**config.mk**
```make
export PLATFORM = sky130hd
export DESIGN_NAME = tds_front
export DESIGN_NICKNAME = d
export VERILOG_FILES = /design/src/rtl/tds_pkg.sv /design/src/rtl/tds_front.sv
export SDC_FILE = /design/constraint.sdc
export NUM_CORES = 1
export LEC_CHECK = 0
export BUFFER_PORTS_ARGS = -buffer_cell sky130_fd_sc_hd__clkbuf_2
export CAP_MARGIN = 10
export CORE_AREA = 2 2 104 106
export CTS_BUF_LIST = sky130_fd_sc_hd__clkbuf_4 sky130_fd_sc_hd__clkbuf_8
export DETAILED_ROUTE_END_ITERATION = 8
export DIE_AREA = 0 0 106 108
export GPL_ROUTABILITY_DRIVEN = 0
export PLACE_DENSITY = 0.51
export RECOVER_POWER = 50
export SLEW_MARGIN = 20
export SYNTH_ARGS = -nofsm -noshare
export SYNTH_HDL_FRONTEND = slang
export SYNTH_SLANG_ARGS = --single-unit
```
**constraint.sdc**
```tcl
create_clock -name aclk -period 1.4 [get_ports aclk]
set_clock_uncertainty 0.05 [all_clocks]
set_input_delay 0.21 -clock aclk [delete_from_list [all_inputs] [get_ports aclk]]
set_output_delay 0.21 -clock aclk [all_outputs]
set_load 0.02 [all_outputs]
```
**src/rtl/tds_pkg.sv**
```systemverilog
// ----------------------------------------------------------------------------
// tds_pkg: shared types and arithmetic for the tridiagonal solver
// Holds the value and item types, the divider handshake structs and the
// fixed-point saturate and product-scaling helpers.
// ----------------------------------------------------------------------------
package tds_pkg;

    localparam int VALUE_W   = 32;
    localparam int FRAC_W    = 16;
    localparam int MAX_ROWS  = 64;
    localparam int ROW_W     = $clog2(MAX_ROWS);
    localparam int DIV_LANES = 3;
    localparam int FIFO_DEPTH = 2;

    typedef logic signed [VALUE_W-1:0] value_t;

    localparam value_t VAL_MAX = {1'b0, {(VALUE_W-1){1'b1}}};
    localparam value_t VAL_MIN = {1'b1, {(VALUE_W-1){1'b0}}};

    // One row as the front classifies it.
    typedef struct packed {
        value_t           sub_diag;
        value_t           main_diag;
        value_t           super_diag;
        value_t           rhs_value;
        logic [ROW_W-1:0] row;
        logic             first;
        logic             last;
    } row_item_t;

    // One result as the back part emits it.
    typedef struct packed {
        logic [ROW_W-1:0] row_index;
        value_t           solution;
        value_t           diag_factor;
        value_t           lower_factor;
        value_t           upper_factor;
        logic             singular;
        logic             result_last;
    } result_t;

    typedef struct packed {
        logic                       start;
        value_t                     divisor;
        value_t [DIV_LANES-1:0]     num;
    } div_req_t;

    typedef struct packed {
        logic                       done;
        logic                       zero;
        value_t [DIV_LANES-1:0]     quot;
    } div_rsp_t;

    function automatic value_t sat_val(input logic signed [63:0] v);
        logic signed [63:0] hi;
        logic signed [63:0] lo;
        hi = 64'(VAL_MAX);
        lo = 64'(VAL_MIN);
        if (v > hi) begin
            return VAL_MAX;
        end else if (v < lo) begin
            return VAL_MIN;
        end
        return v[VALUE_W-1:0];
    endfunction

    // Scales a full product back to Q format, truncating toward zero.
    function automatic value_t fx_scale(input logic signed [63:0] p);
        logic signed [63:0] adj;
        adj = p[63] ? p + ((64'sd1 <<< FRAC_W) - 64'sd1) : p;
        return sat_val(adj >>> FRAC_W);
    endfunction

endpackage

```
**src/rtl/tds_front.sv**
```systemverilog
// ----------------------------------------------------------------------------
// tds_front: input side of the solver
// Accepts row beats, numbers them and marks the first and last row of a run.
// ----------------------------------------------------------------------------
module tds_front (
    input  logic                aclk,
    input  logic                aresetn,
    input  logic                s_tvalid,
    output logic                s_tready,
    input  tds_pkg::value_t     sub_diag,
    input  tds_pkg::value_t     main_diag,
    input  tds_pkg::value_t     super_diag,
    input  tds_pkg::value_t     rhs_value,
    input  logic                row_last,
    output logic                push,
    output tds_pkg::row_item_t  push_item,
    input  logic                queue_full
);

    logic [tds_pkg::ROW_W-1:0] row_cnt_reg;
    logic                      force_last;

    assign s_tready   = !queue_full;
    assign push       = s_tvalid && !queue_full;
    // A run that reaches the last storage row ends there.
    assign force_last = (row_cnt_reg == tds_pkg::ROW_W'(tds_pkg::MAX_ROWS - 1));

    always_comb begin
        push_item.sub_diag   = sub_diag;
        push_item.main_diag  = main_diag;
        push_item.super_diag = super_diag;
        push_item.rhs_value  = rhs_value;
        push_item.row        = row_cnt_reg;
        push_item.first      = (row_cnt_reg == '0);
        push_item.last       = row_last || force_last;
    end

    always_ff @(posedge aclk) begin
        if (!aresetn) begin
            row_cnt_reg <= '0;
        end else if (push) begin
            row_cnt_reg <= push_item.last ? '0 : row_cnt_reg + 1'b1;
        end
    end

endmodule

```
# Word level (Yosys, flattened, before mapping)

Cells that the tools add are included.

RAM bits: 0
Memories kept: 0
Input bits: 133
Output and inout port bits: 138
Register bits after elaboration: 6
Latch bits: 0
Bits in read-only memories: 0

Equality and inequality tests: 1
Shift operators: 0
Add/subtract/negate cells: 1
Divide/modulo/power cells: 0
Multiplexer cells: 1
Reductions and logical operators: 4
Bitwise gates (word level): 0
Multiply operators: 0
Magnitude comparators: 0

Operators with widths:

| operator                                                      | count |
|---|---|
| 6-bit by 1-bit adder with 6-bit output, second input constant | 1 |
| 6-bit == test, second input constant                          | 1 |
| 6-bit logical NOT                                             | 1 |
| 6-bit 2-to-1 mux                                              | 1 |
| 1-bit logical AND                                             | 1 |
| 1-bit logical NOT                                             | 1 |
| 1-bit logical OR                                              | 1 |

# Logic depth before layout (Yosys ltp)

Depth after elaboration: 3
Mapped depth: 4
Gate-level depth less buffers: 4

# Least setup slack after synthesis

OpenSTA, ideal clock, no wires.

Path type: flip-flop to flip-flop
From: reg row_cnt_reg[1] in the netlist's numbering
To: reg row_cnt_reg[3] in the netlist's numbering
Required time: 1.230 ns
Cell stages (with the launch flop): 5
Arrival: 1.279 ns
Path buffers: 0
Setup slack: -0.048 ns
Library setup time: 0.120 ns
Cell sequence: dfxtp_1 -> ha_1 -> and3_4 -> a311oi_1 -> o31a_1

Word-level cells in the longest chain between the ends: 3
Elaborated cells on any way between the ends: 4

Ends and longest elaborated chain:

| element                                                                        | RTL line        | RTL |
|---|---|---|
| from (decl)                                                                    | tds_front.sv:20 | `logic [tds_pkg::ROW_W-1:0] row_cnt_reg;` |
| from (signal assigned)                                                         | tds_front.sv:42 | `row_cnt_reg <= push_item.last ? '0 : row_cnt_reg + 1'b1;` |
| branches (longest 2 deep; another with 6-bit by 1-bit adder with 6-bit output) | -               |  |
| 6-bit 2-to-1 mux *                                                             | tds_front.sv:42 |  |

Every way passes the cells marked *.
A chain may end at the register's enable or synchronous reset.

==> impl_metrics.ini <==
[sta]
slew_violations = 0
setup_ws_ns = -0.105
whs_ns = 0.294
rsz0062_at_grt = true
fin_crit_ns = 1.50
setup_viol = 3
maxSlewHeadroom = 0.792
fin_crit_sh = 1.07
max_freq_mhz = 664
hold_violations = 0
tightest_slew_ns = 0.311

[cells_and_area]
diodes = 0
area_growth_pct = -43.5
multi_input_area_um2 = 280
finalNonFillerCells = 203
seq_area_um2 = 123
nFillCells = 1172
nNetsFinal = 204
largest_register_ff_count = 6
drive_gt1_frac = 0.537
finalInstanceArea_um2 = 769

[outcome]
outcome = complete, but fails checks
violations = negative setup slack

[yosys]
yosysTopAreaCellShare = 0.705
ys_types = 29
syn_area_um2 = 1360
ys_warn_count = 0
yosysTopAreaCell = buf_4
syn_avg_cell_area_um2 = 7.92
synthTopCellsByArea = buf_4 (71%), dfxtp_1 (8.8%), ha_1 (1.8%), nand3_1 (1.5%), o21ai_0 (1.5%)
ys_ff_latch = 6
syn_inst = 172
ys_seq_area_frac = 0.0882
syn-num-nets = 307

[pwr]
peakVddDrop_mv = 0.112
p_leak_nw = 0.283
finalPower_uw = 508
powerDensity_nw_per_um2 = 661

[global_routing]
grtUsageTotal = 0.0499
grt_pass1_vias = 595
grt_first_pass_wirelength_um = 3960
grt_antenna_before_repair = 0
grt_max_degree = 11
grt_overflow_total = 0

[placed_design]
dpl-instance-area_um2 = 668
place_inst = 198
portBuffers = 14
dpl.hpwl_um = 2480

[detailed_routing]
drtIter0Drc = 42
postRouteAntennaNets = 0
via_count = 597
drc = 0
wl_per_cell_um = 14.9
viasPerCell = 2.94
dr.pass1.iters = 4
wl_um = 3020

[setup_path]
worstSetupStartpointType = register
crit_required_ns = 1.14
worstPathArrival_ns = 1.24
cp_top_family = flip-flops
cp_slowest_cell = dfxtp_2
crit_chain = ha_4, and3_4, a31o_4, buf_8
critPathKind = register to output port
path_max_fanout = 2
critical_path.max_stage_delay_ns = 0.33
cp-end-kind = output port
critPathBufInv = 1

[floorplan]
rows = 37
io_pins = 271
fp.dieW_um = 106
die_h_um = 108
start_util = 0.133
core_area_um2 = 10200
die_area_um2 = 11400

[run]
cap_violations = 0

[clocking]
cts.sinks = 6
cts.clk_slew.worst_paths_ns = 0.04
clockRootBuffer = clkbuf_8
cts_max_level = 1
cts_tree = yes
cts.path.max_buffers = 2
cts_buffers = 3
clk_latency_ns = 0.22

[min_path]
hold_path.class = input port to register
-- layout by cell type, fill, tap and decap left out, types with 2 or more instances in the layout --
cell      netlist  final
clkbuf_2        0     12
buf_4         128      5
inv_1           4      4
nand3_1         4      4
o21ai_0         4      4
dfxtp_1         6      4
clkbuf_8        1      3
buf_6           0      2
dfxtp_2         0      2
-- worst reg2reg max path, delay by kind of cell (launching register included) --
kind | cells | cell delay (ns)
fa+ha+maj | 1 | 0.16
buf+inv | 2 | 0.24
flops | 1 | 0.33
simple gates | 2 | 0.35
compound gates | 1 | 0.21
-- cell families (layout without fill, tap and decap cells) --
| family | count (synthesis) | after routing | share of synthesized area |
|---|---|---|---|
| adders and majority gates | 2 | 2 | 0.0184 |
| and+or+nand+nor | 20 | 20 | 0.109 |
| buffers and inverters | 133 | 28 | 0.726 |
| DFF | 6 | 6 | 0.0882 |
| AOI/OAI and AO/OA | 11 | 11 | 0.0579 |
-- power by group --
part / switching, mW / leakage, nW / internal [mW]
clock: 0.0819 / 0.0216 / 0.185
sequential: 0.00213 / 0.0494 / 0.174
combinational: 0.0379 / 0.212 / 0.0272
-- routing by layer --
metal	GRT usage	wire (µm)	part of all wire	vias to the layer above
met5	0	0	0	-
met4	0.0865	532	0.18	0
met3	0.0488	607	0.20	60
met2	0.0636	1230	0.41	81
met1	0.0297	646	0.21	242
li1	-	-	-	214
-- final timing paths --
check                                      end  depth (start not counted)            from  slack, ns
worst max-delay path              push_item[0]                          4  row_cnt_reg[0]      -0.10
worst min-delay path            row_cnt_reg[3]                          2         aresetn       0.29
worst max register to register  row_cnt_reg[4]                          6  row_cnt_reg[0]      -0.04
worst min register to register  row_cnt_reg[2]                          2  row_cnt_reg[2]       0.52
-- area by class of cell --
cell class	instances	area share
multi-input cells	33	0.364
inverters	4	0.0195
well taps	136	0.221
repair buffers	21	0.182
clock buffers	3	0.0537
flip-flops and latches	6	0.159
-- Yosys cell counts --
master,count
and4_2,1
nor2_1,1
and3_1,1
nand2_1,1
o221ai_1,1
nand4_1,1
a21o_1,1
buf_4,128
and3b_2,1
or2b_1,1
and3_4,1
and2_1,1
inv_1,4
and2_2,1
o21ai_0,4
and4b_1,1
nand2b_4,1
a311oi_1,1
o31a_1,1
clkbuf_8,1
a31o_2,2
nor4_1,1
dfxtp_1,6
nand3_1,4
nor2b_1,1
ha_1,2
nor3b_2,1
a21boi_0,1
nand3b_1,1
-- timing repair --
action,CTS,global route
cloned,0,0
hold buffers,0,0
setup buffers,1,1
pin swaps,2,2
resized for setup,5,5
endpoints found under the setup margin,2,2
-- through the flow --
step | setup WS [ns] | utilization | TNS (ns)
detailed placement | 0.0109 | 0.0653 | 0
global placement | 0.0207 | 0.0653 | 0
global route | -0.134 | 0.0752 | -0.349
CTS | -0.114 | 0.0730 | -0.180
floorplan | 0.0645 | - | 0
finish | -0.105 | 0.0752 | -0.200
(Power assumes the default switching activity.)
