==> src/rtl/tds_pkg.sv <==
// ----------------------------------------------------------------------------
// tds_pkg: shared types and arithmetic for the tridiagonal solver
// Holds the value and item types, the divider handshake structs and the
// fixed-point saturate and product-scaling helpers.
// ----------------------------------------------------------------------------
package tds_pkg;

    localparam int VALUE_W   = 32;
    localparam int FRAC_W    = 16;
    localparam int MAX_ROWS  = 64;
    localparam int ROW_W     = $clog2(MAX_ROWS);
    localparam int DIV_LANES = 3;
    localparam int FIFO_DEPTH = 2;

    typedef logic signed [VALUE_W-1:0] value_t;

    localparam value_t VAL_MAX = {1'b0, {(VALUE_W-1){1'b1}}};
    localparam value_t VAL_MIN = {1'b1, {(VALUE_W-1){1'b0}}};

    // One row as the front classifies it.
    typedef struct packed {
        value_t           sub_diag;
        value_t           main_diag;
        value_t           super_diag;
        value_t           rhs_value;
        logic [ROW_W-1:0] row;
        logic             first;
        logic             last;
    } row_item_t;

    // One result as the back part emits it.
    typedef struct packed {
        logic [ROW_W-1:0] row_index;
        value_t           solution;
        value_t           diag_factor;
        value_t           lower_factor;
        value_t           upper_factor;
        logic             singular;
        logic             result_last;
    } result_t;

    typedef struct packed {
        logic                       start;
        value_t                     divisor;
        value_t [DIV_LANES-1:0]     num;
    } div_req_t;

    typedef struct packed {
        logic                       done;
        logic                       zero;
        value_t [DIV_LANES-1:0]     quot;
    } div_rsp_t;

    function automatic value_t sat_val(input logic signed [63:0] v);
        logic signed [63:0] hi;
        logic signed [63:0] lo;
        hi = 64'(VAL_MAX);
        lo = 64'(VAL_MIN);
        if (v > hi) begin
            return VAL_MAX;
        end else if (v < lo) begin
            return VAL_MIN;
        end
        return v[VALUE_W-1:0];
    endfunction

    // Scales a full product back to Q format, truncating toward zero.
    function automatic value_t fx_scale(input logic signed [63:0] p);
        logic signed [63:0] adj;
        adj = p[63] ? p + ((64'sd1 <<< FRAC_W) - 64'sd1) : p;
        return sat_val(adj >>> FRAC_W);
    endfunction

endpackage

==> src/rtl/tds_div.sv <==
// ----------------------------------------------------------------------------
// tds_div: three-lane radix-2 fixed-point divider
// All lanes share one divisor and retire one quotient bit per cycle.
// ----------------------------------------------------------------------------
module tds_div (
    input  logic              aclk,
    input  logic              aresetn,
    input  tds_pkg::div_req_t req,
    output tds_pkg::div_rsp_t rsp
);

    localparam int W     = tds_pkg::VALUE_W;
    localparam int SH    = tds_pkg::VALUE_W - tds_pkg::FRAC_W;
    localparam int CNT_W = $clog2(W + 1);
    localparam int L     = tds_pkg::DIV_LANES;

    logic [W:0]       dmag_reg;
    logic             zero_reg;
    logic             busy_reg;
    logic [CNT_W-1:0] cnt_reg;
    logic [W:0]       rem_reg [L];
    logic [W-1:0]     low_reg [L];
    logic [W-1:0]     q_reg   [L];
    logic             ovf_reg [L];
    logic             neg_reg [L];
    tds_pkg::div_rsp_t rsp_reg;

    logic [W:0]       trial   [L];
    logic             ge      [L];
    logic [W:0]       nmag    [L];
    logic             ovf_in  [L];
    logic [W:0]       dmag_in;
    tds_pkg::value_t  fin     [L];

    assign rsp = rsp_reg;

    always_comb begin
        logic signed [W:0] dext;
        dext    = {req.divisor[W-1], req.divisor};
        dmag_in = dext[W] ? (W+1)'(-dext) : dext;
        for (int l = 0; l < L; l++) begin
            nmag[l]   = req.num[l][W-1] ? (W+1)'(-{req.num[l][W-1], req.num[l]})
                                        : {1'b0, req.num[l]};
            ovf_in[l] = ({{(W-SH){1'b0}}, nmag[l]} >= {dmag_in, {SH{1'b0}}});
            trial[l]  = {rem_reg[l][W-1:0], low_reg[l][W-1]};
            ge[l]     = (trial[l] >= dmag_reg);
            if (zero_reg) begin
                fin[l] = '0;
            end else if (ovf_reg[l]) begin
                fin[l] = neg_reg[l] ? tds_pkg::VAL_MIN : tds_pkg::VAL_MAX;
            end else if (neg_reg[l]) begin
                fin[l] = (q_reg[l] > tds_pkg::VAL_MIN) ? tds_pkg::VAL_MIN : -q_reg[l];
            end else begin
                fin[l] = q_reg[l][W-1] ? tds_pkg::VAL_MAX : q_reg[l];
            end
        end
    end

    always_ff @(posedge aclk) begin
        if (req.start) begin
            dmag_reg <= dmag_in;
            zero_reg <= (req.divisor == '0);
        end
        for (int l = 0; l < L; l++) begin
            if (req.start) begin
                rem_reg[l] <= (W+1)'(nmag[l] >> SH);
                low_reg[l] <= {nmag[l][SH-1:0], {(W-SH){1'b0}}};
                q_reg[l]   <= '0;
                ovf_reg[l] <= ovf_in[l];
                neg_reg[l] <= req.num[l][W-1] ^ req.divisor[W-1];
            end else if (busy_reg && cnt_reg != '0) begin
                rem_reg[l] <= ge[l] ? trial[l] - dmag_reg : trial[l];
                low_reg[l] <= {low_reg[l][W-2:0], 1'b0};
                q_reg[l]   <= {q_reg[l][W-2:0], ge[l]};
            end
        end
    end

    always_ff @(posedge aclk) begin
        if (!aresetn) begin
            busy_reg     <= 1'b0;
            cnt_reg      <= '0;
            rsp_reg.done <= 1'b0;
        end else begin
            rsp_reg.done <= busy_reg && cnt_reg == '0;
            if (busy_reg && cnt_reg == '0) begin
                for (int l = 0; l < L; l++) begin
                    rsp_reg.quot[l] <= fin[l];
                end
                rsp_reg.zero <= zero_reg;
            end
            if (req.start) begin
                busy_reg <= 1'b1;
                cnt_reg  <= CNT_W'(W);
            end else if (busy_reg) begin
                if (cnt_reg == '0) begin
                    busy_reg <= 1'b0;
                end else begin
                    cnt_reg <= cnt_reg - 1'b1;
                end
            end
        end
    end

endmodule

==> config.mk <==
export PLATFORM = sky130hd
export DESIGN_NAME = tds_div
export DESIGN_NICKNAME = d
export VERILOG_FILES = /design/src/rtl/tds_pkg.sv /design/src/rtl/tds_div.sv
export SDC_FILE = /design/constraint.sdc
export NUM_CORES = 1
export LEC_CHECK = 0
export ABC_AREA = 1
export ABC_CLOCK_PERIOD_IN_PS = 8900
export BUFFER_PORTS_ARGS = -buffer_cell sky130_fd_sc_hd__buf_4
export CORE_AREA = 2 2 299 301
export CTS_CLUSTER_DIAMETER = 80
export CTS_CLUSTER_SIZE = 12
export DETAILED_ROUTE_END_ITERATION = 12
export DIE_AREA = 0 0 301 303
export GPL_ROUTABILITY_DRIVEN = 0
export PLACE_DENSITY = 0.55
export SETUP_SLACK_MARGIN = 0.5
export SLEW_MARGIN = 30
export SYNTH_ARGS = -nofsm -noshare
export SYNTH_HDL_FRONTEND = slang
export SYNTH_SLANG_ARGS = --single-unit
==> constraint.sdc <==
create_clock -name aclk -period 8.9 [get_ports aclk]
set_clock_uncertainty 0.05 [all_clocks]
set_input_delay 0.445 -clock aclk [delete_from_list [all_inputs] [get_ports aclk]]
set_output_delay 0.445 -clock aclk [all_outputs]
set_load 0.02 [all_outputs]
# Yosys cells after proc, flatten, opt, wreduce, memory -nomap -nowiden
# Memories as Yosys holds them, arrays and structs flattened.
# Index checks and enable logic that the tools add are counted.
dict set report totals {
  out_inout_bits 98
  mem_count 5
  in_bits 131
  romBits 0
  ramBits 294
  reg_bits 139
  latch_bits 0
}
# memory depth word_bits rd rd_ports_with_merged_regs write_ports line_no
set memory_table {}
lappend memory_table {rem_reg 3 33 3 0 3 tds_div.sv:21} ;# logic [W:0] rem_reg [L];
lappend memory_table {q_reg 3 32 3 0 3 tds_div.sv:23} ;# logic [W-1:0] q_reg [L];
lappend memory_table {low_reg 3 31 3 0 3 tds_div.sv:22} ;# logic [W-1:0] low_reg [L];
lappend memory_table {neg_reg 3 1 3 0 3 tds_div.sv:25} ;# logic neg_reg [L];
lappend memory_table {ovf_reg 3 1 3 0 3 tds_div.sv:24} ;# logic ovf_reg [L];
dict set report op_classes {
  shift 0
  n_reduce_logical 10
  add_sub_neg 11
  n_mul 0
  n_div 0
  mux 42
  magnitude_cmp 9
  bitwise_logic 14
  eq_ne 1
}
# cell count
set op_table {}
lappend op_table {{$mux 32} 15}
lappend op_table {{$mux 33} 10}
lappend op_table {{$mux 31} 6}
lappend op_table {{$ge 33x49->1} 3}
lappend op_table {{$ge 33x33->1} 3}
lappend op_table {{$neg 33->33} 3}
lappend op_table {{$sub 33x33->33} 3}
lappend op_table {{$gt 32x32->1 const B} 3}
lappend op_table {{$neg 32->32} 3}
lappend op_table {{$neg 32->33} 1}
lappend op_table {{$logic_not 32->1} 1}
lappend op_table {{$mux 6} 3}
lappend op_table {{$or 1x1->1} 9}
lappend op_table {{$mux 1} 8}
lappend op_table {{$logic_not 6->1} 1}
lappend op_table {{$reduce_and 2->1} 3}
lappend op_table {{$reduce_bool 6->1} 1}
lappend op_table {{$sub 6x1->6 const B} 1}
lappend op_table {{$xor 1x1->1} 3}
lappend op_table {{$logic_and 1x1->1} 2}
lappend op_table {{$ne 2x2->1 const B} 1}
lappend op_table {{$not 1->1} 2}
lappend op_table {{$reduce_bool 2->1} 1}
lappend op_table {{$reduce_or 2->1} 1}

# Logic depth before layout (Yosys ltp)
# Gate-level depths: netlist of the first run.
dict set report depth {
  depth_word 6
  depth_mapped 24
  depth_no_buf 24
}

# Least setup slack after synthesis of the first run
# OpenSTA, ideal clock, no wires.
dict set report synth_path {
  path_type {register -> register}
  from {reg cnt_reg[0]}
  to {mem low_reg[0][15] (netlist name), enable pin}
  n_path_buf 0
  t_required_ns 6.991
  slack_ns 2.303
  stages_incl_launch_ff 6
  t_arrival_ns 4.688
  path_cell_list {dfxtp_1 inv_1 ha_1 nand3_1 nand2_1 nand2_1}
}
# element line_no
set synth_lines {}
lappend synth_lines {{from (decl)} tds_div.sv:20} ;# logic [CNT_W-1:0] cnt_reg;
lappend synth_lines {{from (signal assigned)} tds_div.sv:94} ;# cnt_reg <= CNT_W'(W);
lappend synth_lines {{from (signal assigned)} tds_div.sv:99} ;# cnt_reg <= cnt_reg - 1'b1;
lappend synth_lines {{to (decl)} tds_div.sv:22}

==> results of run 1 <==
-- per-stage QoR --
step,instances,hold WS [ns],total power [mW],setup WS (ns)
floorplan,4202,0.374,3.60,2.30
global route,5555,0.0516,6.14,4.96
CTS,5555,0.0230,5.83,5.27
detailed placement,5494,0.403,4.13,5.14
global placement,5492,0.401,4.13,5.30
finish,5555,0.0733,5.80,5.27
-- cell type report --
| cell class | instances | area (um2) |
|---|---|---|
| Timing Repair Buffer | 241 | 1850 |
| Multi-Input combinational cell | 3206 | 16600 |
| Clock buffer | 48 | 1070 |
| Clock inverter | 13 | 158 |
| Tap cell | 1165 | 1460 |
| Fill cell | 9283 | 53500 |
| Inverter | 497 | 1870 |
| Sequential cell | 385 | 11500 |
-- routing by layer --
layer	GRT usage	routed length [um]	vias to the layer above
met4	0.0633	2850	6
li1	-	-	14300
met2	0.355	46400	954
met5	0	70	-
met3	0.0264	6160	154
met1	0.295	44900	13500
-- worst max-delay path: stages (launching register included) --
cell and delay (ns):
edfxtp_1 0.50, inv_1 0.16, ha_1 0.33, nand2_1 0.06
o21ai_2 0.22, nand2_1 0.10, nand2_2 0.10, nand2_1 0.07
nand2_2 0.10, nand2_1 0.07, nand2_2 0.08, nand3_2 0.37
nand2_2 0.76, inv_2 0.17, nor2_1 0.15, nor2_1 0.06
-- logic make-up after synthesis --
logic type	count (synthesis)	share of synthesized area
adder cells (fa/ha/maj)	161	0.0666
AO/OA/AOI/OAI	661	0.117
other	1	0.000123
XOR/XNOR	156	0.0447
AND/OR/NAND/NOR	2224	0.313
buffers and inverters	611	0.0820
flip-flops	385	0.376
-- Yosys cell counts, types with 7 or more instances --
master    instances  area (um2)
a211oi_1         10        75.1
a21o_1            9        67.6
a21oi_1         293        1470
a31oi_1          30         188
buf_1             7        26.3
buf_2            32         160
buf_4            11        82.6
buf_6            10         113
clkbuf_1         50         188
dfxtp_1           8         160
edfxtp_1        377       11300
ha_1            158        1980
inv_1           490        1840
nand2_1        1045        3920
nand2_2          20         125
nand3_1         352        1760
nand3b_1         41         308
nand4_1          65         407
nor2_1          561        2110
nor2_2           22         138
nor3_1           67         335
nor4_1           11        68.8
o211ai_1         15         113
o21a_1           24         180
o21ai_0         235        1180
o21ai_1          13        65.1
o21ai_2           7        61.3
o31ai_1          11        82.6
or2_2            13        81.3
xnor2_1          55         482
xor2_1          101         885
-- how the worst max path moves through the flow --
stage / endpoint / slack (ns)
finish: rem_reg[2][18] / 5.27
global route: rem_reg[2][23] / 4.96
CTS: rem_reg[2][18] / 5.27
detailed placement: ovf_reg[0][1] / 5.14
global placement: ovf_reg[0][1] / 5.30
floorplan: low_reg[0][15] / 2.30
-- power breakdown --
group / internal, mW / total, mW / switching (mW) / leakage, nW
Clock: 0.919 / 1.68 / 0.760 / 0.598
Combinational: 0.599 / 1.85 / 1.25 / 10.6
Sequential: 2.18 / 2.27 / 0.0942 / 3.83
==> impl_metrics.json, run 1 <==
{
  "synth_area_mm2": 0.0306,
  "async_flop_share": 0,
  "grt_usage": 0.215,
  "rows": 109,
  "fp.dieH_um": 303,
  "post_drt_via_cell_ratio": 5.22,
  "postCtsHoldBufs": 0,
  "ys_ff_latch": 385,
  "syn_to_final_growth_pct": 12.9,
  "worstRegToRegCells": 15,
  "powerDensity_mw_per_mm2": 168,
  "numPortBuffers": 228,
  "final_nets": 4664,
  "layout_commonest_cell": "nand2_1",
  "rsz0062_at_grt": "false",
  "p_leak_nw": 15.1,
  "worstSetupEndpointType": "register",
  "ys_seq_area_frac": 0.376,
  "post-cts-setup-buffers": 0,
  "largest_reg_flops": 98,
  "peakVddDrop_mv": 0.118,
  "startpoint": "dmag_reg[1]",
  "grt_first_pass_wirelength_mm": 155,
  "grt_max_degree": 147,
  "cp-start-kind": "register",
  "finalSetupTns_ns": 0,
  "cts_tree": "yes",
  "finalWorstPathRequiredPeriod_ns": 3.63,
  "clkTransAtPathRegs_ns": 0.07,
  "synth_cells": 4199,
  "cts-root-to-sink-buffers": 3,
  "via_count": 29000,
  "status": "finished clean",
  "initial_core_util": 0.347,
  "max_freq_mhz": 275,
  "post-route-util": 0.392,
  "dp_hpwl_mm": 76.9,
  "synth_warnings": 0,
  "drtAntennaViolNets": 0,
  "final_hold_viol_count": 0,
  "ctsResizeCount": 0,
  "totalWireLength_mm": 100,
  "rr_endpoint": "rem_reg[2][18]",
  "hold_path_depth": 3,
  "r2r_start": "dmag_reg[1]",
  "design_area_mm2": 0.0345,
  "syn_avg_cell_area_um2": 7.28,
  "reg2reg_slack_ns": 5.27,
  "gr-total-overflow": 0,
  "final_layout_size_suffix_gt1_frac": 0.0891,
  "synth_ff_type": "edfxtp_1",
  "grt_pass1_vias": 27400,
  "insertion_delay_ns": 0.59,
  "wire_per_inst_um": 18.1,
  "drc": 0,
  "antenna_found_initial": 4,
  "worstPathArrival_ns": 3.90,
  "period_share": 0.408,
  "synth_edf_count": 377,
  "worstHoldEndpoint": "cnt_reg[5]",
  "cts_buffers": 41,
  "cts-htree-levels": 2,
  "path_max_fanout": 40,
  "path_class": "reg2reg",
  "cp.required_ns": 9.17,
  "final_cell_mix": "nand2_1 (1044), nor2_1 (559), inv_1 (488)",
  "min_from": "aresetn",
  "core_area_mm2": 0.0880,
  "maxCapViolations": 0,
  "ys_types": 56,
  "first_pass_iters": 7,
  "drv_slew": 0,
  "cts_num_sinks": 385,
  "die_x_um": 301,
  "worstMarginPinSlew_ns": 0.971,
  "post_dp_cell_area_mm2": 0.0333,
  "drt_iter0_drc": 2304,
  "hold_class": "in2reg",
  "relSlewSlack": 0.350,
  "ios": 229,
  "die-area_mm2": 0.0912,
  "antenna_cells": 0,
  "final-setup-viol-count": 0,
  "cts_root_buffer": "clkbuf_16"
}
(Power assumes the default switching activity.)
==> inputs of run 2 (changes only) <==
ABC_CLOCK_PERIOD_IN_PS = 3800   (was 8900)
clock period = 3.8 ns   (was 8.9 ns; I/O delays follow)
==> run 2 against run 1 <==
  * Final area is 2.9% higher
  * Die area stayed put
  * Critical endpoint is now ovf_reg[0][1]
  * Worst hold slack worse by 0.050 ns
  * Flip-flop and latch count stayed put
  * Non-clock buffer count is 76 higher
  * Via count is 0.33% higher
  * Critical path depth is 8 higher
  * First-iteration DRC count is 8.0% lower
  * Clock power is 150% higher
  * Cell count is 1.4% higher
  * Setup slack worse by 4.5 ns
  * Sequential share of layout area is 0.95 points lower
==> impl_metrics.json, run 2 (same netlist as run 1, synthesis figures left out) <==
{
  "layout_setup_ws_ns": 0.733,
  "final_cell_mix": "nand2_1 (1039), nor2_1 (545), inv_1 (486)",
  "antenna_cells": 0,
  "rows": 109,
  "path_max_fanout": 5,
  "fp.dieH_um": 303,
  "layout_commonest_cell": "nand2_1",
  "power.total_mw": 13.9,
  "grt.busiest_layer": "met2",
  "cts_root_buffer": "clkbuf_16",
  "cts_buffers": 43,
  "gr-total-overflow": 0,
  "maxCapViolations": 0,
  "first_pass_iters": 6,
  "ios": 229,
  "largest_reg_flops": 98,
  "cts-htree-levels": 2,
  "clkTransAtPathRegs_ns": 0.07,
  "die_x_um": 301,
  "grtUsageMet2": 0.357,
  "hold_path_depth": 4,
  "cts-root-to-sink-buffers": 3,
  "core_area_mm2": 0.0880,
  "wire_per_inst_um": 17.9,
  "cp.required_ns": 4.21,
  "period_share": 0.807,
  "cts_tree": "yes",
  "drc": 0,
  "final_hold_viol_count": 0,
  "cts_num_sinks": 385,
  "stdcell_count": 5632,
  "hold_class": "in2reg",
  "path_class": "in2reg",
  "grt_util_met1": 0.292,
  "p_leak_nw": 15.5,
  "worstRegToRegCells": 11,
  "rsz0062_at_grt": "true",
  "final-setup-viol-count": 0,
  "max_freq_mhz": 326,
  "relSlewSlack": 0.340,
  "cp-start-kind": "primary input",
  "grt_first_pass_wirelength_mm": 155,
  "detailedPlace.worstSlack_ns": 0.314,
  "fin_hold_ws_ns": 0.0229,
  "drv_slew": 0,
  "finalSetupTns_ns": 0,
  "grt_pass1_vias": 27800,
  "post_drt_via_cell_ratio": 5.16,
  "insertion_delay_ns": 0.61,
  "worstMarginPinSlew_ns": 0.984,
  "final_nets": 4742,
  "gr-usage-met3": 0.0265,
  "worstSetupEndpointType": "register",
  "syn_to_final_growth_pct": 16.2,
  "antenna_found_initial": 2,
  "final_layout_size_suffix_gt1_frac": 0.105,
  "via_count": 29100,
  "finalWorstPathRequiredPeriod_ns": 3.07,
  "drt_iter0_drc": 2120,
  "grt_usage": 0.216,
  "numPortBuffers": 228,
  "totalWireLength_mm": 101,
  "drtAntennaViolNets": 0,
  "dp_hpwl_mm": 77.8,
  "regArea_mm2": 0.0115,
  "peakVddDrop_mv": 0.325,
  "multi_input_area_mm2": 0.0168,
  "grt_max_degree": 146,
  "nFillCells": 9258,
  "powerDensity_mw_per_mm2": 390,
  "worstPathArrival_ns": 3.48,
  "status": "finished clean",
  "initial_core_util": 0.347,
  "die-area_mm2": 0.0912,
  "dpl.cell_count": 5527
}
-- run 2: layout make-up --
class | instances | share of cell area
clock buffer | 46 | 0.0306
clock inverter | 16 | 0.00620
inverter | 497 | 0.0527
tap | 1165 | 0.0411
multi-input combinational | 3206 | 0.473
sequential | 385 | 0.323
timing repair buffer | 317 | 0.0729
-- run 2: worst max-delay path, stage by stage --
cell and delay (ns):
dlygate4sd3_1 0.55, buf_4 0.16, nor2_1 0.14, nand3_1 0.08, or2_2 0.29, o21ai_2 0.18, o21a_2 0.21, o21ai_0 0.09
nand2_1 0.07, nand2_1 0.08, ha_1 0.31, nand2_1 0.07, nor2_1 0.13, nand2_1 0.08, nor2_1 0.10, nand2_1 0.06
nor2_1 0.09, nand3_1 0.07, nor2_1 0.12, nand3_1 0.10, nor2_2 0.12, nand3_1 0.08, nand2_1 0.10
-- run 2: final timing paths --
kind	slack, ns	start	endpoint
worst min register to register	0.42	cnt_reg[0]	cnt_reg[0]
worst max-delay path	0.73	req[46]	ovf_reg[0][1]
worst min-delay path	0.02	req[76]	low_reg[2][27]
worst max register to register	0.78	dmag_reg[10]	rem_reg[0][2]
-- run 2: routing by layer --
layer	wire length, um	vias to the layer above
met2	46700	814
met3	5450	160
met1	45400	13600
li1	-	14500
met4	3310	2
met5	12	-
-- run 2: power breakdown --
part           leakage (nW)  switching (mW)  internal (mW)
Clock                 0.636            1.85           2.28
Combinational          11.0            2.93           1.48
Sequential             3.83           0.218           5.10
Total                  15.5            5.00           8.86
-- run 2: through the flow --
step / util / area (um2)
3_5_place_dp: 0.382 / 33600
3_3_place_gp: 0.382 / 33600
4_1_cts: 0.401 / 35300
5_1_grt: 0.404 / 35500
2_1_floorplan: - / 30600
6_report: 0.404 / 35500
-- run 2: what timing repair did --
action                     in CTS  in global routing
setup endpoints to repair       0                  3
setup buffers                   0                  6
hold endpoints to repair       44                  0
gates resized for setup         0                 48
hold buffers                   37                  0
