`src/rtl/tds_pkg.sv`:
```
// ----------------------------------------------------------------------------
// tds_pkg: shared types and arithmetic for the tridiagonal solver
// Holds the value and item types, the divider handshake structs and the
// fixed-point saturate and product-scaling helpers.
// ----------------------------------------------------------------------------
package tds_pkg;

    localparam int VALUE_W   = 32;
    localparam int FRAC_W    = 16;
    localparam int MAX_ROWS  = 64;
    localparam int ROW_W     = $clog2(MAX_ROWS);
    localparam int DIV_LANES = 3;
    localparam int FIFO_DEPTH = 2;

    typedef logic signed [VALUE_W-1:0] value_t;

    localparam value_t VAL_MAX = {1'b0, {(VALUE_W-1){1'b1}}};
    localparam value_t VAL_MIN = {1'b1, {(VALUE_W-1){1'b0}}};

    // One row as the front classifies it.
    typedef struct packed {
        value_t           sub_diag;
        value_t           main_diag;
        value_t           super_diag;
        value_t           rhs_value;
        logic [ROW_W-1:0] row;
        logic             first;
        logic             last;
    } row_item_t;

    // One result as the back part emits it.
    typedef struct packed {
        logic [ROW_W-1:0] row_index;
        value_t           solution;
        value_t           diag_factor;
        value_t           lower_factor;
        value_t           upper_factor;
        logic             singular;
        logic             result_last;
    } result_t;

    typedef struct packed {
        logic                       start;
        value_t                     divisor;
        value_t [DIV_LANES-1:0]     num;
    } div_req_t;

    typedef struct packed {
        logic                       done;
        logic                       zero;
        value_t [DIV_LANES-1:0]     quot;
    } div_rsp_t;

    function automatic value_t sat_val(input logic signed [63:0] v);
        logic signed [63:0] hi;
        logic signed [63:0] lo;
        hi = 64'(VAL_MAX);
        lo = 64'(VAL_MIN);
        if (v > hi) begin
            return VAL_MAX;
        end else if (v < lo) begin
            return VAL_MIN;
        end
        return v[VALUE_W-1:0];
    endfunction

    // Scales a full product back to Q format, truncating toward zero.
    function automatic value_t fx_scale(input logic signed [63:0] p);
        logic signed [63:0] adj;
        adj = p[63] ? p + ((64'sd1 <<< FRAC_W) - 64'sd1) : p;
        return sat_val(adj >>> FRAC_W);
    endfunction

endpackage

```
`src/rtl/tds_fifo.sv`:
```
// ----------------------------------------------------------------------------
// tds_fifo: two-entry row queue
// Decouples the front classifier from the solver back end.
// ----------------------------------------------------------------------------
module tds_fifo (
    input  logic                aclk,
    input  logic                aresetn,
    input  logic                push,
    input  tds_pkg::row_item_t  push_item,
    output logic                full,
    input  logic                pop,
    output logic                not_empty,
    output tds_pkg::row_item_t  head_item
);

    localparam int PTR_W = $clog2(tds_pkg::FIFO_DEPTH);

    tds_pkg::row_item_t entry_reg [tds_pkg::FIFO_DEPTH];
    logic [PTR_W-1:0]   wr_ptr_reg;
    logic [PTR_W-1:0]   rd_ptr_reg;
    logic [PTR_W:0]     count_reg;

    assign full      = (count_reg == (PTR_W+1)'(tds_pkg::FIFO_DEPTH));
    assign not_empty = (count_reg != '0);
    assign head_item = entry_reg[rd_ptr_reg];

    always_ff @(posedge aclk) begin
        if (push) begin
            entry_reg[wr_ptr_reg] <= push_item;
        end
    end

    always_ff @(posedge aclk) begin
        if (!aresetn) begin
            wr_ptr_reg <= '0;
            rd_ptr_reg <= '0;
            count_reg  <= '0;
        end else begin
            if (push) begin
                wr_ptr_reg <= wr_ptr_reg + 1'b1;
            end
            if (pop) begin
                rd_ptr_reg <= rd_ptr_reg + 1'b1;
            end
            case ({push, pop})
                2'b10:   count_reg <= count_reg + 1'b1;
                2'b01:   count_reg <= count_reg - 1'b1;
                default: count_reg <= count_reg;
            endcase
        end
    end

endmodule

```
`config.mk`:
```
export PLATFORM = sky130hd
export DESIGN_NAME = tds_fifo
export DESIGN_NICKNAME = d
export VERILOG_FILES = /design/src/rtl/tds_pkg.sv /design/src/rtl/tds_fifo.sv
export SDC_FILE = /design/constraint.sdc
export NUM_CORES = 1
export LEC_CHECK = 0
export BUFFER_PORTS_ARGS = -buffer_cell sky130_fd_sc_hd__buf_2
export CAP_MARGIN = 20
export CORE_ASPECT_RATIO = 0.9
export CORE_MARGIN = 2
export CORE_UTILIZATION = 40
export CTS_CLUSTER_DIAMETER = 100
export CTS_CLUSTER_SIZE = 16
export DETAILED_ROUTE_END_ITERATION = 10
export GPL_ROUTABILITY_DRIVEN = 0
export PLACE_DENSITY = 0.73
export SLEW_MARGIN = 20
export SYNTH_ARGS = -nofsm -noshare
export SYNTH_HDL_FRONTEND = slang
export SYNTH_SLANG_ARGS = --single-unit
export TNS_END_PERCENT = 20
```
`constraint.sdc`:
```
create_clock -name aclk -period 22.7 [get_ports aclk]
set_clock_uncertainty 0.05 [all_clocks]
set_input_delay 3.405 -clock aclk [delete_from_list [all_inputs] [get_ports aclk]]
set_output_delay 3.405 -clock aclk [all_outputs]
set_load 0.02 [all_outputs]
```
# Word-level counts from Yosys, hierarchy flattened
# Memories as Yosys holds them, arrays and structs flattened. A register that Yosys moved wholly into a read port is not among the register bits.
# Cells that the tools add are included.
[op_classes]
n_addsub = 4
n_reduce_logical = 2
eq_ne = 3
muxes = 5
[ops]
columns = ["op", "count"]
rows = [
  ["2-bit equality test (second input constant)", 2],
  ["1-bit two-way mux", 4],
  ["2-bit one-hot mux with 2 select lines", 1],
  ["2-bit nonzero test", 2],
  ["1-bit adder (second input constant)", 2],
  ["2-bit by 1-bit adder with 2-bit output (second input constant)", 1],
  ["2-bit by 1-bit equality test with 1-bit output (second input constant)", 1],
  ["2-bit by 1-bit subtractor with 2-bit output (second input constant)", 1],
]
[word_totals]
mem_bits_rw = 272
memories = 1
output_inout_bits = 138
word_cells = 18
in_bits = 140
ff_bits = 4
[mem_list]
columns = ["memory", "depth", "word_bits", "rd", "rd_clocked_by_memory_dff", "write_ports", "line", "rtl"]
rows = [
  ["entry_reg", 2, 136, 1, 1, 1, "tds_fifo.sv:18", "tds_pkg::row_item_t entry_reg [tds_pkg::FIFO_DEPTH];"],
]

# Logic depth before layout (Yosys ltp)
# Gate-level depths: netlist of the first run.
[logic_depth]
ltp_word = 3
ltp_mapped = 5
ltp_nobuf = 5

# Least setup slack after synthesis of the first run
# No wires, ideal clock.
[synth_timing]
kind = "input to register"
startpoint = "in push"
endpoint = "mem entry_reg[0][0] (netlist name) (enable)"
t_required_ns = 22.012
path_buffers = 0
arrival_time_ns = 9.189
slack_ns = 12.823
path_stages = 2
setup_ns = 0.638
cell_sequence = "inv_1 -> nor2_1"
[synth_via]
elab_chain_len = 2
[synth_rtl]
columns = ["item", "line", "rtl"]
rows = [
  ["from (decl)", "tds_fifo.sv:8", "input logic push,"],
  ["1-bit two-way mux", "tds_fifo.sv:28", "if (push) begin"],
  ["1-bit two-way mux (not written as such)", "tds_fifo.sv:29", "entry_reg[wr_ptr_reg] <= push_item;"],
  ["to (decl)", "tds_fifo.sv:18", ""],
]
# Every way passes these cells.

==> run_results.csv, run 1 <==
group,metric,value,unit
final_layout,layout_common_cells,"277 x buf_2, 272 x edfxtp_1, 96 x mux2_2",
routing,drt-initial-drc-count,308,
worst_setup_path,worstSetupPathType,"register to output pin",
worst_setup_path,cp_cell_sequence,"buf_4 -> mux2_2 -> buf_2",
routing,vias_per_cell,4.65,
worst_setup_path,regToRegEndpoint,"entry_reg[1][12]$_DFFE_PP_",
floorplan,core,25000,um^2
timing,rsz0062_at_grt,"no",
global_routing,global_route.usage.total,13.2,%
floorplan,initial_utilization,40.6,%
worst_setup_path,rr_worst_depth,2,
timing,worst_pin_slew,1.08,ns
floorplan,fp-row-count,55,
final_layout,fillers,2124,
routing,ant_nets,0,
placement,dp_hpwl,11.9,mm
global_routing,antenna_found_initial,3,
final_layout,fin_util,50.0,%
job,maxCapViolCount,0,
global_routing,grt_max_degree,79,
worst_setup_path,critPathMaxFanout,62,
cts,cts_tree,"yes",
yosys,yosysWarnings,0,
power,p_leak,4.71,nW
routing,drc,0,
timing,slew_violations,0,
final_layout,final_common_cell,"buf_2",
power,power.density,85.1,nW/um^2
yosys,synth_area_leaders,"edfxtp_1 80%, mux2_2 11%, mux2_4 5.9%",
cts,cts_sinks,277,
cts,cts_made_buffers,21,
timing,worst_slack,16.80,ns
yosys,synth_cell_type_count,19,
floorplan,die_area,26700,um^2
yosys,yosysSeqAreaShare,81.2,%
worst_hold_path,hold_class,"register to register",
global_routing,grt_pass1_vias,5240,
timing,fin_crit_sh,26.0,%
worst_setup_path,critical_path.endpoint,"head_item[35]",
timing,period_minus_slack,5.90,ns
timing,clock.fmax,169,MHz
routing,avgRoutedWirePerCell,16.9,um
worst_setup_path,ff2ff_setup_slack,20.11,ns
placement,io_buffers,277,
yosys,syn_avg_cell_area,22.9,um^2
floorplan,die_w,172,um
final_layout,area_growth,23.0,%
floorplan,pin_count,278,
run_status,status,"finished clean",
global_routing,grt_pass1_wl,27.3,mm
final_layout,nNetsFinal,876,
floorplan,die_h,155,um
cts,cts_root_buf,"clkbuf_16",
cts,clkSlewWorstSetupHoldPaths,0.07,ns
global_routing,grt.overflow.total,0,
worst_setup_path,max_stage_delay,0.72,ns
yosys,synthDominantCellAreaShare,80.2,%
power,ir_worst_vdd,58.4,uV
worst_setup_path,crit_slowest_cell,"buf_4",
yosys,synth_area,10200,um^2
placement,place_ws,16.88,ns
timing,hold_viol,0,
worst_setup_path,cp.arrival,2.45,ns
yosys,syn_inst,445,
worst_setup_path,crit_required,19.25,ns
timing,slew_headroom,28.1,%
cts,post-cts-setup-buffers,0,
final_layout,multi_input_area,1810,um^2
cts,cts_max_path_buffers,3,
worst_setup_path,path_depth,3,
final_layout,seqCellArea,8270,um^2
cts,cts_resized,0,
worst_setup_path,cp_num_buf_inv,2,
final_layout,drive_above_1_share,60.0,%
worst_setup_path,reg2reg_from,"wr_ptr_reg$_SDFFE_PN0P_",
routing,drt-pass1-iter-count,4,
cts,clk_latency,0.50,ns
power,finalPower,1.07,mW
timing,tns,0,ns
yosys,ys_ff_latch,277,
yosys,synth_nets,586,
worst_setup_path,cp-start-kind,"register",
final_layout,largest_register_ffs,272,
cts,htree_levels,1,
cts,cts_hold_buf,0,
worst_setup_path,cp_top_family,"buffers and inverters",
yosys,yosysTopAreaCell,"edfxtp_1",
timing,finalSetupViolations,0,
worst_setup_path,end_kind,"output pin",
routing,via_count,5057,
routing,routed_wirelength,18.4,mm
-- report_power, final --
part | switching (mW) | total (mW) | internal, mW
registers | 0.00716 | 0.598 | 0.591
clock network | 0.161 | 0.332 | 0.171
logic | 0.0784 | 0.136 | 0.0575
-- through the flow --
step,cell area (um^2),instances,hold WS (ns)
detailed placement,11900,1054,0.451
finish,12500,1088,0.456
floorplan,10200,445,0.411
CTS,12500,1085,0.458
global placement,11900,1054,0.428
global route,12500,1086,0.480
-- cells by family (layout without fill, tap and decap cells) --
family,Yosys count,after routing,share of synthesized area (%)
AOI/OAI and AO/OA,3,3,0.197
DFF,277,277,81.2
adders and majority gates,1,1,0.123
and+or+nand+nor,9,9,0.553
buffers and inverters,16,314,1.14
other,0,3,0
xor gates and xnor gates,3,3,0.258
muxes,136,136,16.5
-- tightest hold or removal path: cells and delay by family (launching register included) --
family | cells | cell delay (ns)
flip-flops | 1 | 0.33
AO/OA/AOI/OAI | 2 | 0.13
-- per-layer routing --
metal  vias to the layer above  routed length (um)  track usage (%)
li1                       2342                   -                -
met1                      2493                7500             16.5
met2                       192                8830             22.1
met3                        30                1530             3.97
met4                         0                 520             4.08
met5                         -                   0                0
-- area by class of cell --
cell class	instances	area share, %
Sequential cell	277	66.0
Tap cell	342	3.42
Inverter	1	0.0300
Timing Repair Buffer	282	11.4
Antenna cell	3	0.0599
Clock inverter	2	0.200
Clock buffer	29	4.44
Multi-Input combinational cell	152	14.4
-- cells in the mapped netlist --
master and instances:
buf_2 9, nor2b_1 1, or3_1 1, a21boi_1 1
mux2_2 96, dfxtp_1 5, xnor2_1 2, inv_1 1
nor2_1 1, and2b_2 1, mux2_4 40, xor2_1 1
buf_6 6, and2_1 4, o21a_1 1, o21ai_0 1
or2_2 1, ha_1 1, edfxtp_1 272
-- worst min-delay path by stage --
| stage | start | to | slack [ns] | cells after the start |
|---|---|---|---|---|
| floorplan | count_reg[1]$_SDFFE_PN0P_ | count_reg[1]$_SDFFE_PN0P_ | 0.41 | 2 |
| global placement | count_reg[1]$_SDFFE_PN0P_ | count_reg[1]$_SDFFE_PN0P_ | 0.43 | 2 |
| detailed placement | count_reg[1]$_SDFFE_PN0P_ | count_reg[1]$_SDFFE_PN0P_ | 0.45 | 2 |
| CTS | count_reg[1]$_SDFFE_PN0P_ | count_reg[1]$_SDFFE_PN0P_ | 0.46 | 2 |
| global route | count_reg[1]$_SDFFE_PN0P_ | count_reg[1]$_SDFFE_PN0P_ | 0.48 | 2 |
| finish | count_reg[1]$_SDFFE_PN0P_ | count_reg[1]$_SDFFE_PN0P_ | 0.46 | 2 |
Power figures use the tool's default switching activity.
==> run 2: changes to the inputs <==
==> constraint.sdc (replaced) <==
create_clock -name aclk -period 5.9 [get_ports aclk]
set_clock_uncertainty 0.05 [all_clocks]
set_input_delay 0.885 -clock aclk [delete_from_list [all_inputs] [get_ports aclk]]
set_output_delay 0.885 -clock aclk [all_outputs]
set_load 0.02 [all_outputs]
==> run 2 against run 1 <==
- die area is the same
- final area hardly changed
- core utilization hardly changed
- largest power group unchanged
==> run_results.csv, run 2 (synthesized netlist as in run 1, its figures left out) <==
group,metric,value,unit
power,p_leak,4.70,nW
power,p_sw_share,23.0,%
cts,cts_root_buf,"clkbuf_16",
floorplan,fp-row-count,55,
worst_setup_path,cp.arrival,2.64,ns
job,maxCapViolCount,0,
global_routing,antenna_found_initial,2,
power,power.density,326,nW/um^2
routing,routed_wirelength,18.9,mm
global_routing,grt_max_degree,138,
worst_setup_path,max_stage_delay,0.89,ns
routing,drc,0,
timing,hold_viol,0,
cts,cts_tree,"yes",
global_routing,global_route.usage.total,13.4,%
final_layout,nNetsFinal,874,
routing,via_count,5066,
run_status,status,"finished clean",
final_layout,layout_common_cells,"277 x buf_2, 272 x edfxtp_1, 96 x mux2_2",
routing,drt-initial-drc-count,312,
final_layout,fillers,2142,
cts,clk_latency,0.49,ns
timing,worst_pin_slew,0.969,ns
cts,cts_hold_buf,0,
routing,avgRoutedWirePerCell,17.5,um
placement,io_buffers,277,
power,combPwrFrac,12.6,%
power,ir_worst_vdd,226,uV
cts,post-cts-setup-buffers,0,
floorplan,pin_count,278,
cts,cts_max_path_buffers,3,
timing,period_minus_slack,3.57,ns
final_layout,drive_above_1_share,59.9,%
placement,dp_hpwl,12.0,mm
final_layout,final_common_cell,"buf_2",
timing,clock.fmax,280,MHz
timing,tns,0,ns
cts,htree_levels,1,
timing,slew_headroom,35.4,%
floorplan,die_area,26700,um^2
worst_setup_path,critPathMaxFanout,77,
routing,drt-pass1-iter-count,4,
power,p_int,3.15,mW
worst_setup_path,end_kind,"output pin",
power,clock_power_share,30.8,%
power,seqPwrFrac,56.6,%
timing,slew_violations,0,
final_layout,area_growth,23.1,%
worst_setup_path,crit_slowest_cell,"dfxtp_4",
worst_setup_path,cp_cell_sequence,"buf_12 -> mux2_2 -> buf_2",
timing,fin_crit_sh,60.5,%
floorplan,initial_utilization,40.6,%
power,power_switching,0.938,mW
worst_hold_path,hp-start,"count_reg[1]$_SDFFE_PN0P_",
cts,clkSlewWorstSetupHoldPaths,0.07,ns
worst_setup_path,cp_num_buf_inv,2,
global_routing,grt_pass1_vias,5172,
worst_setup_path,cp_top_family,"flip-flops",
cts,cts_resized,0,
timing,rsz0062_at_grt,"no",
worst_setup_path,worstSetupPathType,"register to output pin",
floorplan,die_w,172,um
cts,cts_sinks,277,
floorplan,die_h,155,um
worst_setup_path,reg2reg_from,"wr_ptr_reg$_SDFFE_PN0P_",
worst_setup_path,cp-start-kind,"register",
cts,cts_made_buffers,21,
final_layout,largest_register_ffs,272,
global_routing,grt_pass1_wl,27.7,mm
routing,vias_per_cell,4.68,
final_layout,seqCellArea,8270,um^2
floorplan,core,25000,um^2
power,finalPower,4.09,mW
timing,finalSetupViolations,0,
final_layout,multi_input_area,1810,um^2
routing,ant_nets,0,
worst_setup_path,crit_required,4.97,ns
worst_hold_path,hold_class,"register to register",
global_routing,grt.overflow.total,0,
## run 2: changes by cell type in the layout (fill, tap and decap cells not counted)
cell,previous run,this run
buf_4,4,0
buf_12,0,3
buf_6,1,0
clkbuf_1,8,7
diode_2,3,2
inv_6,1,0
## run 2: per-stage QoR
step                cells  area [um^2]  hold WS [ns]  util (%)  setup WS, ns
global placement     1052        12000         0.442      47.7          2.88
detailed placement   1052        12000         0.473      47.7          2.86
finish               1083        12500         0.496      50.0          2.33
global route         1083        12500         0.498      50.0          2.20
CTS                  1081        12500         0.483      50.0          2.31
floorplan             445        10200         0.411         -         0.933
## run 2: final timing paths
kind	endpoint	slack (ns)	depth (start not counted)
max	head_item[28]	2.33	3
min	count_reg[1]$_SDFFE_PN0P_	0.50	2
max reg2reg	entry_reg[1][9]$_DFFE_PP_	3.78	2
min reg2reg	count_reg[1]$_SDFFE_PN0P_	0.50	2
## run 2: routing by layer
metal  wire length [um]  up-vias  track usage, %
met5                  0        -               0
li1                   -     2342               -
met1               7690     2496            16.2
met2               8930      198            22.3
met3               1770       30            4.96
met4                553        0            4.28
## run 2: layout make-up
class | instances | share of cell area [%]
flip-flops and latches | 277 | 66.0
multi-input cells | 152 | 14.4
repair buffers | 280 | 11.5
clock buffers | 28 | 4.40
well taps | 342 | 3.42
clock inverters | 1 | 0.130
diodes | 2 | 0.0399
inverters | 1 | 0.0300
## run 2: tightest hold or removal path: stages (launching register included)
cell,delay (ns)
dfxtp_1,0.34
o21ai_0,0.10
a21boi_1,0.07
## run 2: power groups by stage
stage	Sequential (mW)	Combinational (mW)	Clock, mW
after floorplan	2.34	0.352	0
after global placement	2.35	0.513	0
after detailed placement	2.36	0.519	0
after CTS	2.32	0.521	1.31
after global routing	2.32	0.550	1.37
final	2.31	0.513	1.26
==> run 3: changes to the inputs <==
==> constraint.sdc (replaced) <==
create_clock -name aclk -period 3.7 [get_ports aclk]
set_clock_uncertainty 0.05 [all_clocks]
set_input_delay 0.555 -clock aclk [delete_from_list [all_inputs] [get_ports aclk]]
set_output_delay 0.555 -clock aclk [all_outputs]
set_load 0.02 [all_outputs]
==> run 3 against run 2 <==
- flip-flop and latch count unchanged
- hold slack worse by 0.31 ns
- critical path depth unchanged
- core utilization increased by 0.25 points
- largest cell class unchanged
- final area grew 0.50%
- clock power is 60% higher
- cell count rose by 0.55%
- non-clock buffer count increased by 3
- global-route usage down 0.58 points
- largest power group unchanged
==> run_results.csv, run 3 (synthesized netlist as in run 1, its figures left out) <==
group,metric,value,unit
routing,drt-pass1-iter-count,4,
power,power.density,519,nW/um^2
worst_setup_path,max_stage_delay,0.41,ns
worst_setup_path,crit_slowest_cell,"dfxtp_4",
global_routing,grt_max_degree,72,
job,maxCapViolCount,0,
timing,fin_crit_sh,68.4,%
worst_setup_path,crit_required,3.09,ns
global_routing,grt_pass1_wl,26.7,mm
worst_hold_path,hold_class,"input port to register",
floorplan,die_h,155,um
worst_setup_path,cp_cell_sequence,"buf_12 -> mux2_2 -> buf_2",
final_layout,seqCellArea,8270,um^2
power,p_leak,4.73,nW
cts,cts_max_path_buffers,3,
final_layout,area_growth,23.7,%
timing,worst_pin_slew,0.529,ns
floorplan,core,25000,um^2
cts,cts_hold_buf,0,
cts,htree_levels,1,
power,ir_worst_vdd,339,uV
cts,cts_sinks,277,
timing,hold_viol,0,
worst_setup_path,cp-start-kind,"register",
routing,avgRoutedWirePerCell,16.7,um
floorplan,die_w,172,um
timing,slew_violations,0,
worst_setup_path,critPathMaxFanout,70,
placement,io_buffers,277,
final_layout,fin_util,50.3,%
cts,clkSlewWorstSetupHoldPaths,0.07,ns
cts,post-cts-setup-buffers,0,
global_routing,antenna_found_initial,3,
timing,period_minus_slack,2.53,ns
global_routing,global_route.usage.total,12.8,%
worst_setup_path,worstSetupPathType,"register to output pin",
placement,dp.cells,1055,
final_layout,drive_above_1_share,60.1,%
timing,slew_headroom,64.7,%
timing,hold_slack,0.183,ns
final_layout,largest_register_ffs,272,
placement,dp_hpwl,12.1,mm
routing,vias_per_cell,4.60,
final_layout,final_cells,1089,
cts,clk_latency,0.51,ns
cts,cts_tree,"yes",
run_status,status,"finished clean",
cts,cts_resized,0,
worst_setup_path,cp.arrival,1.93,ns
final_layout,nNetsFinal,877,
worst_setup_path,end_kind,"output pin",
routing,drc,0,
final_layout,final_common_cell,"buf_2",
cts,cts_root_buf,"clkbuf_16",
global_routing,grt.overflow.total,0,
cts,cts_made_buffers,21,
routing,routed_wirelength,18.2,mm
worst_setup_path,cp_num_buf_inv,2,
timing,finalSetupViolations,0,
floorplan,die_area,26700,um^2
floorplan,pin_count,278,
routing,ant_nets,0,
floorplan,initial_utilization,40.6,%
timing,clock.fmax,395,MHz
final_layout,layout_common_cells,"277 x buf_2, 272 x edfxtp_1, 96 x mux2_2",
final_layout,fillers,2115,
floorplan,fp-row-count,55,
worst_setup_path,cp_top_family,"buffers and inverters",
routing,drt-initial-drc-count,355,
global_routing,grt_pass1_vias,5047,
final_layout,multi_input_area,1810,um^2
power,finalPower,6.53,mW
routing,via_count,5014,
timing,rsz0062_at_grt,"no",
run 3: area by class of cell:
cell class / instances / share of cell area (%)
Antenna cell: 3 / 0.0596
Clock buffer: 29 / 4.41
Clock inverter: 2 / 0.199
Inverter: 1 / 0.0298
Multi-Input combinational cell: 152 / 14.3
Sequential cell: 277 / 65.7
Tap cell: 342 / 3.40
Timing Repair Buffer: 283 / 11.9
run 3: stage by stage:
step	setup TNS [ns]	worst slack [ns]	cell area, um^2
final	0	1.17	12600
after floorplan	-69.50	-0.511	10200
after global placement	0	1.60	12000
after global routing	0	1.11	12600
after CTS	0	1.15	12600
after detailed placement	0	1.60	12000
run 3: routing by layer:
metal  GRT usage, %  vias up  routed length [um]  part of all wire, %
li1               -     2348                   -                    -
met5              0        -                   0                    0
met3           5.09       31                1940                   11
met4           3.96        0                 490                  2.7
met2           20.8      202                8470                   47
met1           15.9     2433                7280                   40
run 3: final timing paths:
| path | start | depth (start not counted) | endpoint | slack (ns) |
|---|---|---|---|---|
| max | register | 3 | head_item[77] | 1.17 |
| min | push_item[12] | 1 | entry_reg[0][12]$_DFFE_PP_ | 0.18 |
| max reg2reg | wr_ptr_reg$_SDFFE_PN0P_ | 2 | entry_reg[1][112]$_DFFE_PP_ | 1.88 |
| min reg2reg | count_reg[1]$_SDFFE_PN0P_ | 2 | count_reg[1]$_SDFFE_PN0P_ | 0.47 |
run 3: report_power, final:
part | switching [mW] | internal (mW)
clock | 0.974 | 1.05
combinational | 0.487 | 0.362
sequential | 0.0374 | 3.62
total | 1.50 | 5.04
